`config.mk`:
```
export PLATFORM = sky130hd
export DESIGN_NAME = lob_ctrl
export DESIGN_NICKNAME = d
export VERILOG_FILES = /design/src/sv/lob_pkg.sv /design/src/sv/lob_ctrl.sv
export SDC_FILE = /design/constraint.sdc
export NUM_CORES = 1
export LEC_CHECK = 0
export ABC_AREA = 1
export BUFFER_PORTS_ARGS = -buffer_cell sky130_fd_sc_hd__buf_4
export CORE_UTILIZATION = 40
export CTS_CLUSTER_SIZE = 40
export DETAILED_ROUTE_END_ITERATION = 10
export PLACE_DENSITY = 0.6
export SYNTH_ARGS = -nofsm -noshare
export SYNTH_HDL_FRONTEND = slang
export SYNTH_SLANG_ARGS = --single-unit
```
`constraint.sdc`:
```
create_clock -name clk -period 3.65 [get_ports clk]
set_clock_uncertainty 0.1 [all_clocks]
set_input_delay 0 -clock clk [delete_from_list [all_inputs] [get_ports clk]]
set_output_delay 0 -clock clk [all_outputs]
set_load 0.05 [all_outputs]
```
`src/sv/lob_pkg.sv`:
```
`default_nettype none
package lob_pkg;

  localparam int ORDER_SLOTS_DEF = 1024;
  localparam int PRICE_TICKS_DEF = 256;
  localparam int QTY_BITS_DEF    = 24;
  localparam int MAX_RESULTS     = 64;
  localparam int FILL_BITS       = 7;
  localparam int FILLS_RESET     = 64;

  typedef enum logic [1:0] {
    KIND_INSERT,
    KIND_CANCEL,
    KIND_MODIFY,
    KIND_MATCH
  } kind_t;

  typedef enum logic [1:0] {
    ST_OK,
    ST_DUP_ID,
    ST_UNKNOWN_ID,
    ST_SIDE_MISMATCH
  } status_t;

  typedef enum logic [4:0] {
    OP_NONE,
    OP_CLEAR,
    OP_LOAD,
    OP_RD_ID,
    OP_INS_WR,
    OP_MOD_WR,
    OP_AP_NEW,
    OP_AP_RD,
    OP_AP_LINK,
    OP_RM_RD_ID,
    OP_RM_RD_BID,
    OP_RM_RD_ASK,
    OP_RM_WR,
    OP_M_GRP,
    OP_M_BIT,
    OP_M_HEAD,
    OP_M_INFO,
    OP_M_FILL,
    OP_M_FILL2
  } dp_op_t;

  typedef enum logic [1:0] {
    EM_NONE,
    EM_STATUS,
    EM_NOFILL,
    EM_FILL
  } emit_t;

  typedef struct packed {
    dp_op_t  op;
    logic    kill;
    emit_t   emit;
    status_t st;
    logic    last;
  } dp_cmd_t;

  typedef struct packed {
    logic  clr_last;
    kind_t kind;
    logic  live;
    logic  side_eq;
    logic  price_eq;
    logic  ap_busy;
    logic  go;
    logic  pend;
    logic  bid_empty;
    logic  ask_empty;
    logic  out_free;
  } dp_stat_t;

  typedef enum logic [4:0] {
    S_CLEAR,
    S_IDLE,
    S_READ,
    S_DECIDE,
    S_RM_WR,
    S_MOD_WR,
    S_AP_CHK,
    S_AP_LINK,
    S_EMIT,
    S_M_GRP,
    S_M_BIT,
    S_M_CHK,
    S_M_INFO,
    S_M_FILL,
    S_M_FILL2,
    S_MB_RD,
    S_MB_WR,
    S_MA_RD,
    S_MA_WR
  } state_t;

endpackage
`default_nettype wire

```
`src/sv/lob_ctrl.sv`:
```
`default_nettype none
module lob_ctrl (
  input  wire               clk,
  input  wire               rst_n,
  input  wire               in_valid,
  output logic              in_ready,
  input  lob_pkg::dp_stat_t stat,
  output lob_pkg::dp_cmd_t  cmd
);
  import lob_pkg::*;

  state_t  state_r, state_nxt;
  status_t st_r, st_nxt;

  always_ff @(posedge clk) begin
    if (!rst_n) begin
      state_r <= S_CLEAR;
      st_r    <= ST_OK;
    end else begin
      state_r <= state_nxt;
      st_r    <= st_nxt;
    end
  end

  always_comb begin
    state_nxt = state_r;
    st_nxt    = st_r;
    in_ready  = 1'b0;
    cmd.op    = OP_NONE;
    cmd.kill  = 1'b0;
    cmd.emit  = EM_NONE;
    cmd.st    = st_r;
    cmd.last  = 1'b1;
    case (state_r)
      S_CLEAR: begin
        cmd.op = OP_CLEAR;
        if (stat.clr_last) state_nxt = S_IDLE;
      end
      S_IDLE: begin
        in_ready = 1'b1;
        if (in_valid) begin
          cmd.op    = OP_LOAD;
          state_nxt = S_READ;
        end
      end
      S_READ: begin
        cmd.op    = OP_RD_ID;
        st_nxt    = ST_OK;
        state_nxt = S_DECIDE;
      end
      S_DECIDE: begin
        case (stat.kind)
          KIND_INSERT: begin
            if (stat.live) begin
              st_nxt    = ST_DUP_ID;
              state_nxt = S_EMIT;
            end else begin
              cmd.op    = OP_INS_WR;
              state_nxt = S_AP_CHK;
            end
          end
          KIND_CANCEL: begin
            if (!stat.live) begin
              st_nxt    = ST_UNKNOWN_ID;
              state_nxt = S_EMIT;
            end else begin
              cmd.op    = OP_RM_RD_ID;
              state_nxt = S_RM_WR;
            end
          end
          KIND_MODIFY: begin
            if (!stat.live) begin
              st_nxt    = ST_UNKNOWN_ID;
              state_nxt = S_EMIT;
            end else if (!stat.side_eq) begin
              st_nxt    = ST_SIDE_MISMATCH;
              state_nxt = S_EMIT;
            end else if (!stat.price_eq) begin
              cmd.op    = OP_RM_RD_ID;
              state_nxt = S_RM_WR;
            end else begin
              cmd.op    = OP_MOD_WR;
              state_nxt = S_EMIT;
            end
          end
          default: begin
            state_nxt = S_M_GRP;
          end
        endcase
      end
      S_RM_WR: begin
        cmd.op    = OP_RM_WR;
        cmd.kill  = (stat.kind == KIND_CANCEL);
        state_nxt = (stat.kind == KIND_CANCEL) ? S_EMIT : S_MOD_WR;
      end
      S_MOD_WR: begin
        cmd.op    = OP_MOD_WR;
        state_nxt = S_AP_CHK;
      end
      S_AP_CHK: begin
        if (stat.ap_busy) begin
          cmd.op    = OP_AP_RD;
          state_nxt = S_AP_LINK;
        end else begin
          cmd.op    = OP_AP_NEW;
          state_nxt = S_EMIT;
        end
      end
      S_AP_LINK: begin
        cmd.op    = OP_AP_LINK;
        state_nxt = S_EMIT;
      end
      S_EMIT: begin
        if (stat.out_free) begin
          cmd.emit  = EM_STATUS;
          state_nxt = S_IDLE;
        end
      end
      S_M_GRP: begin
        cmd.op    = OP_M_GRP;
        state_nxt = S_M_BIT;
      end
      S_M_BIT: begin
        cmd.op    = OP_M_BIT;
        state_nxt = S_M_CHK;
      end
      S_M_CHK: begin
        if (stat.pend) begin
          if (stat.out_free) begin
            cmd.emit = EM_FILL;
            cmd.last = !stat.go;
            if (stat.go) begin
              cmd.op    = OP_M_HEAD;
              state_nxt = S_M_INFO;
            end else begin
              state_nxt = S_IDLE;
            end
          end
        end else if (stat.go) begin
          cmd.op    = OP_M_HEAD;
          state_nxt = S_M_INFO;
        end else if (stat.out_free) begin
          cmd.emit  = EM_NOFILL;
          state_nxt = S_IDLE;
        end
      end
      S_M_INFO: begin
        cmd.op    = OP_M_INFO;
        state_nxt = S_M_FILL;
      end
      S_M_FILL: begin
        cmd.op    = OP_M_FILL;
        state_nxt = S_M_FILL2;
      end
      S_M_FILL2: begin
        cmd.op = OP_M_FILL2;
        if (stat.bid_empty) state_nxt = S_MB_RD;
        else if (stat.ask_empty) state_nxt = S_MA_RD;
        else state_nxt = S_M_GRP;
      end
      S_MB_RD: begin
        cmd.op    = OP_RM_RD_BID;
        state_nxt = S_MB_WR;
      end
      S_MB_WR: begin
        cmd.op    = OP_RM_WR;
        cmd.kill  = 1'b1;
        state_nxt = stat.ask_empty ? S_MA_RD : S_M_GRP;
      end
      S_MA_RD: begin
        cmd.op    = OP_RM_RD_ASK;
        state_nxt = S_MA_WR;
      end
      S_MA_WR: begin
        cmd.op    = OP_RM_WR;
        cmd.kill  = 1'b1;
        state_nxt = S_M_GRP;
      end
      default: begin
        state_nxt = S_IDLE;
      end
    endcase
  end

  a_ready_idle: assert property (@(posedge clk) disable iff (!rst_n)
    in_ready && in_valid |=> state_r == S_READ)
    else $error("request accepted outside idle");
  a_emit_free: assert property (@(posedge clk) disable iff (!rst_n)
    cmd.emit != EM_NONE |-> stat.out_free)
    else $error("result pushed into full output register");
  a_match_route: assert property (@(posedge clk) disable iff (!rst_n)
    state_r == S_M_CHK && !stat.pend && !stat.go && stat.out_free |-> cmd.emit == EM_NOFILL)
    else $error("empty match gives no result");

endmodule
`default_nettype wire

```
Yosys cells after proc, flatten, opt, wreduce, memory -nomap -nowiden
Index checks and enable logic that the tools add are counted.
- multiplexer cells: 47
- eq/ne operators: 27
- reduce and logical (&&, ||, !) cells: 8
- operators by type and width (operator ; number):
    one-hot mux 5 bit (19 select lines) ; 1
    one-hot mux 5 bit (16 select lines) ; 1
    2-to-1 mux 5 bit ; 11
    2-to-1 mux 4 bit ; 12
    == test 5 x 4 -> 1 bit (second input constant) ; 8
    == test 5 x 3 -> 1 bit (second input constant) ; 4
    2-to-1 mux 2 bit ; 9
    == test 5 bit (second input constant) ; 3
    one-hot mux 5 bit (3 select lines) ; 1
    one-hot mux 4 bit (3 select lines) ; 1
    == test 5 x 2 -> 1 bit (second input constant) ; 2
    != test 3 bit (second input constant) ; 3
    one-hot mux 2 bit (2 select lines) ; 2
    2-to-1 mux 1 bit ; 6
    one-hot mux 2 bit (3 select lines) ; 1
    == test 5 x 1 -> 1 bit (second input constant) ; 1
    logical NOT 5 bit ; 1
    AND reduction 5 bit ; 1
    != test 2 bit (second input constant) ; 2
    != test 4 x 2 -> 1 bit (second input constant) ; 1
    != test 4 bit (second input constant) ; 1
    2-to-1 mux 3 bit ; 1
    AND reduction 3 bit ; 1
    OR reduction 3 bit ; 1
    other kinds (7) ; 7
- bits in registers: 7
- bits of input ports: 15
- word-level logic and storage cells: 84

Logic depth before layout (Yosys ltp)
Gate-level depths: netlist of run 1.
- depth in word-level cells: 5
- mapped depth: 13
- gate-level depth less buffers: 12

Worst setup path after synthesis of run 1
No wires, ideal clock.
- path kind: register -> output
- from: register state_r[3]
- to: output port cmd[7] in the netlist's numbering
- buffers on the path: 1
- setup slack: 1.546 ns
- arrival: 2.004 ns
- required time: 3.550 ns
- stages on the path, launching flop included: 7
- path through: dfxtp_1 -> buf_6 -> nor2_4 -> inv_2 -> nor2_1 -> nand2_1 -> o2111ai_1
- RTL lines (what ; line ; RTL):
    start: declaration ; lob_ctrl.sv:12 ; state_t state_r, state_nxt;
    start signal: assignment ; lob_ctrl.sv:20 ; state_r <= state_nxt;
    end: declaration ; lob_ctrl.sv:8 ; output lob_pkg::dp_cmd_t cmd

==> flow_summary.yaml, run 1 <==
cells_and_area:
  num_antenna_cells: 0
  syn2layout_area_growth_pct: 21.11
  design_area_sq_um: 1364
  final_common_cell: "nand2_1"
  drive_above_1_share_pct: 21.74
  layout_common_cells: "nand2_1 (51), nor2_1 (31), nand3_1 (27), buf_4 (26), inv_1 (24)"
  layout.nets: 250
place:
  io_buffers: 26
  hpwl_microns: 2885
  place_area_sq_um: 1318
  gp_congestion: 0.9581
worst_hold_path:
  hold_start: "stat[11]"
  hold_class: "input port to flop"
clocking:
  htreeDepth: 1
  cts_buffer_depth: 2
  clock-sinks: 7
  numCtsBuffers: 3
  post-cts-setup-buffers: 0
  cts_tree: "built"
  clockRootBuffer: "clkbuf_4"
  insertion_delay_ns: 0.27
  path_clk_slew_ns: 0.06
run_status:
  status: "finished clean"
global_route:
  grt_max_degree: 12
  grt_pass1_wl_microns: 5706
  grt_usage_pct: 26.91
  grt_remaining_overflow: 0
  antenna_found_initial: 0
  first_global_vias: 1299
floorplanning:
  rows: 18
  die_h_microns: 55.06
  die-area_sq_um: 3032
  ioPinCount: 27
  core_sq_um: 2567
  dieWidth_microns: 55.06
  initial_core_util_pct: 43.86
power:
  p_sw_mw: 0.1721
  peakVddDrop_uv: 216.6
  finalPower_mw: 0.3568
  power.leakage_nw: 0.7595
  p_sw_share_pct: 48.25
  comb_power_share_pct: 50.0
  p_clk_share_pct: 22.3
  power_density_nw_per_um2: 261.6
  p_int_mw: 0.1846
  seqPwrFrac_pct: 27.7
worst_setup_path:
  critPathCapture: "cmd[7]"
  critPathLaunch: "state_r[3]"
  slowest_delay_ns: 0.60
  worstPathCellList: "inv_1 > nor2_4 > nand3_4 > nor3_1 > nor2_1 > o2111ai_1 > buf_4"
  cp_slowest_cell: "dfxtp_1"
  critical_path_buf_inv_count: 2
  r2r_setup_slack_ns: 1.48
  crit_cells: 7
  start_kind: "flop"
  critPathTopFamily: "simple AND/OR/NAND/NOR gates"
  r2r-end: "state_r[4]"
  rr_startpoint: "state_r[3]"
  critPathKind: "flop to primary output"
  cp.arrival_ns: 2.12
  crit_fanout: 8
  cp.required_ns: 3.55
  ff2ff_path_depth: 9
  end_kind: "primary output"
yosys:
  yosysTopAreaCell: "nand2_1"
  syn_area_per_cell_sq_um: 5.575
  synth_seq_cells: 7
  seq_area_frac_synth_pct: 12.44
  syn_nets: 221
  synth_cell_types: 25
  yosys-top-cells-area: "nand2_1 (17%), dfxtp_1 (12%), nand3_1 (12%)"
  synthesis.instances: 202
  yosysWarnings: 0
  netlist.area_leader.share_pct: 17.00
  syn_area_sq_um: 1126
detailed_routing:
  drt_pass1_iterations: 4
  routedWlPerCell_microns: 13.67
  avgViaCountPerCell: 5.662
  totalWireLength_microns: 3554
  dr_total_vias: 1472
  postRouteAntennaNets: 0
  drt-initial-drc-count: 93
  drc: 0
timing:
  fin_tns_setup_ns: 0
  fmax_ghz: 0.4505
  worst_pin_slew_ns: 0.4554
  period_share_pct: 60.81
  finalSetupViolations: 0
  finalCriticalPeriod_ns: 2.220
  slew_viol_final: 0
  timing.hold.ws_ns: 0.004084
  max_slew_margin_pct: 69.60
  rsz0062_at_grt: "false"
  hold_viol_final: 0
job:
  drv_cap: 0
==> power by group through the flow <==
stage	clock network (mW)	logic, mW	registers (mW)
finish	0.0794	0.178	0.0990
global route	0.0854	0.194	0.0997
CTS	0.0783	0.178	0.0979
detailed placement	0	0.176	0.0994
global placement	0	0.176	0.0995
floorplan	0	0.128	0.0980
==> how the worst min path moves through the flow <==
| stage | to | slack, ns | cells after the start |
|---|---|---|---|
| after global routing | state_r[3] | 0.04 | 4 |
| after CTS | state_r[0] | 0.009 | 5 |
| final | state_r[0] | 0.004 | 5 |
| after global placement | state_r[4] | 0.11 | 3 |
| after detailed placement | state_r[4] | 0.11 | 3 |
| after floorplan | state_r[4] | -0.002 | 2 |
==> stage by stage <==
step	worst slack (ns)	utilization (%)	instances
finish	1.430	53.12	260
global route	1.347	53.12	260
CTS	1.499	53.12	260
detailed placement	1.776	51.32	254
global placement	1.722	51.32	254
floorplan	1.546	-	202
==> state kept, by name, summed over array words and instances (netlist names) <==
name	cells
st_r	2
state_r	5
==> metal layers <==
metal / vias up / part of all wire, % / global-route usage [%]
met3: 14 / 9.7 / 4.918
met4: 0 / 2.8 / 12.08
li1: 709 / - / -
met5: - / 0 / 0
met2: 98 / 47 / 45.18
met1: 651 / 41 / 33.06
==> cell families after synthesis <==
kind of cell             count (synthesis)  share of synthesized area, %
adder cells (fa/ha/maj)                  4                         4.445
buffers and inverters                   34                         13.67
flip-flops                               7                         12.44
AND/OR/NAND/NOR                        135                         57.78
AO/OA/AOI/OAI                           22                         11.67
==> tightest hold or removal path, cell delays in order <==
cell and delay (ns):
buf_4 0.08, nor3_1 0.07, nor2_1 0.09, nand2_1 0.06, inv_1 0.04
==> repair_timing <==
action / 4_1_cts / 5_1_grt
resized for setup: 0 / 0
hold buffers: 2 / 0
endpoints found under the hold margin: 6 / 0
==> area by class of cell <==
class                   instances  area, sq um
fillers                       269         1204
multi-input cells             161        832.0
repair buffers                 28        215.2
flip-flops and latches          7        140.1
inverters                      30        112.6
well taps                      30        37.54
clock buffers                   4        26.28
==> cell usage after synthesis (all sizes together) <==
library cell and count:
nand2 53, nor2 39, inv 30, nand3 30, o21ai 9, nor3 8
a21oi 7, dfxtp 7, buf 4, ha 4, nand4 3, o2111ai 2
o31ai 2, a211oi 1, a31oi 1, nand3b 1, or2 1
(Power assumes the default switching activity.)
==> run 2, diff against run 1 <==
PLACE_DENSITY = 0.62   (was 0.6)
clock period = 1.8 ns   (was 3.65 ns; I/O delays follow)
==> run 2 against run 1 <==
Effect of this change: first-iteration DRC count down 39%; register-to-register slack worse by 1.4 ns; flip-flop and latch count unchanged; global-route usage down 0.82 points; utilization up 8.3 points; non-clock buffer count up 18; sequential power up 86%; worst hold slack better by 0.042 ns; clock-buffer cell count unchanged; die area unchanged; critical endpoint is now cmd[9]; highest routed layer unchanged.
==> flow_summary.yaml, run 2 (synthesis results as in run 1) <==
clocking:
  cts_buffer_depth: 2
  insertion_delay_ns: 0.25
  clock-sinks: 7
  htreeDepth: 1
  cts_tree: "built"
  numCtsBuffers: 3
  path_clk_slew_ns: 0.05
  clockRootBuffer: "clkbuf_4"
place:
  gp_congestion: 0.9726
  io_buffers: 26
  hpwl_microns: 3132
cells_and_area:
  drive_above_1_share_pct: 32.66
  num_antenna_cells: 0
  reg.largest.list: "state_r (5), st_r (2)"
  final_common_cell: "nand2_1"
  syn2layout_area_growth_pct: 40.00
  layout_common_cells: "nand2_1 (50), buf_4 (39), nor2_1 (28), nand3_1 (26), inv_1 (23)"
  largest_reg_flops: 5
  final_util_pct: 61.40
  fillers: 258
  layout.nets: 268
  largest_register: "state_r"
global_route:
  use_met2_pct: 45.18
  antenna_found_initial: 0
  grt_util_met3_pct: 4.098
  use_met1_pct: 32.03
  grt_remaining_overflow: 0
  grt_max_degree: 12
  first_global_vias: 1308
  grt-busiest-layer: "met2"
  grt_usage_pct: 26.09
  grt_pass1_wl_microns: 5575
run_status:
  status: "finished clean"
worst_hold_path:
  hold_class: "input port to flop"
  hold_start: "stat[0]"
  hold_end: "state_r[1]"
  whs_path_depth: 4
timing:
  worst_pin_slew_ns: 0.3085
  max_slew_margin_pct: 79.28
  finalCriticalPeriod_ns: 1.783
  hold_viol_final: 0
  rsz0062_at_grt: "true"
  finalSetupViolations: 0
  fmax_ghz: 0.5607
  period_share_pct: 99.08
  slew_viol_final: 0
worst_setup_path:
  cp.required_ns: 1.70
  critPathTopFamily: "simple AND/OR/NAND/NOR gates"
  slowest_delay_ns: 0.35
  critical_path_buf_inv_count: 4
  critPathKind: "flop to primary output"
  crit_path_frequent_cell: "nor2_4"
  cp.arrival_ns: 1.68
  r2r_setup_slack_ns: 0.09
  cp_slowest_cell: "dfxtp_4"
  rr_startpoint: "state_r[3]"
  end_kind: "primary output"
  worstPathCellList: "buf_6 > nor2_4 > inv_4 > nor2_4 > inv_2 > nor2_4 > nand2_1 > nand4_1 > buf_6"
  r2r-end: "state_r[3]"
  crit_fanout: 5
  ff2ff_path_depth: 12
  start_kind: "flop"
detailed_routing:
  postRouteAntennaNets: 0
  drt-initial-drc-count: 57
  avgViaCountPerCell: 5.424
  drt_pass1_iterations: 4
  routedWlPerCell_microns: 13.92
  totalWireLength_microns: 3869
  dr_total_vias: 1508
  drc: 0
power:
  power.leakage_nw: 0.8638
  peakVddDrop_uv: 505.0
  power_density_nw_per_um2: 492.2
  finalPower_mw: 0.7760
floorplanning:
  ioPinCount: 27
  core_sq_um: 2567
  die_h_microns: 55.06
  dieWidth_microns: 55.06
  rows: 18
  initial_core_util_pct: 43.86
  die-area_sq_um: 3032
job:
  drv_cap: 0
[run 2: changes by cell type in the layout (fill, tap and decap cells not counted), sizes merged]
| cell | change |
|---|---|
| buf | +19 |
| dlygate4sd3 | -1 |
[run 2: worst min-delay path, delay by kind of cell]
family / cells / cell delay [ns]
AND/OR/NAND/NOR: 2 / 0.18
buffers and inverters: 1 / 0.10
AO/OA/AOI/OAI: 1 / 0.07
[run 2: metrics by stage]
step | hold slack [ns] | setup TNS [ns] | cell area (sq um) | setup slack, ns | cells
floorplan | -0.002369 | -0.04128 | 1139 | -0.04128 | 202
finish | 0.04605 | 0 | 1577 | 0.01654 | 278
detailed placement | 0.1101 | 0 | 1420 | 0.1202 | 266
CTS | 0.02680 | 0 | 1484 | 0.006945 | 273
global route | 0.05648 | -0.09974 | 1577 | -0.05150 | 278
global placement | 0.1046 | 0 | 1420 | 0.01399 | 266
[run 2: timing repair]
| item | 4_1_cts | 5_1_grt |
|---|---|---|
| pin swaps | 1 | 3 |
| buffers inserted | 2 | 5 |
| hold endpoints to repair | 5 | 0 |
| hold buffers | 1 | 0 |
| endpoints found under the setup margin | 4 | 4 |
| resized for setup | 5 | 13 |
[run 2: per-layer routing]
| metal | vias to the layer above | wire (microns) |
|---|---|---|
| met4 | 0 | 78 |
| met2 | 69 | 1917 |
| li1 | 751 | - |
| met1 | 676 | 1619 |
| met3 | 12 | 253 |
| met5 | - | 0 |
[run 2: final cells by class]
type / instances / area [sq um] / share of cell area, %
clock buffer: 4 / 26.28 / 1.667
timing repair buffer: 46 / 379.1 / 24.05
inverter: 30 / 117.6 / 7.460
tap: 30 / 37.54 / 2.381
multi-input combinational: 161 / 868.3 / 55.08
sequential: 7 / 147.6 / 9.365
[run 2: worst max-delay path by stage]
stage	start	to	cells past startpoint	slack [ns]
2_1_floorplan	state_r[3]	cmd[7]	6	-0.04
3_3_place_gp	state_r[1]	state_r[1]	9	0.01
3_5_place_dp	state_r[1]	state_r[1]	9	0.12
4_1_cts	state_r[0]	cmd[7]	9	0.007
5_1_grt	state_r[3]	cmd[9]	9	-0.05
6_report	state_r[3]	cmd[9]	9	0.02
[run 2: power breakdown]
part | switching [mW] | total [mW] | internal (mW)
logic | 0.280 | 0.449 | 0.168
registers | 0.0142 | 0.184 | 0.170
clock network | 0.0590 | 0.144 | 0.0847
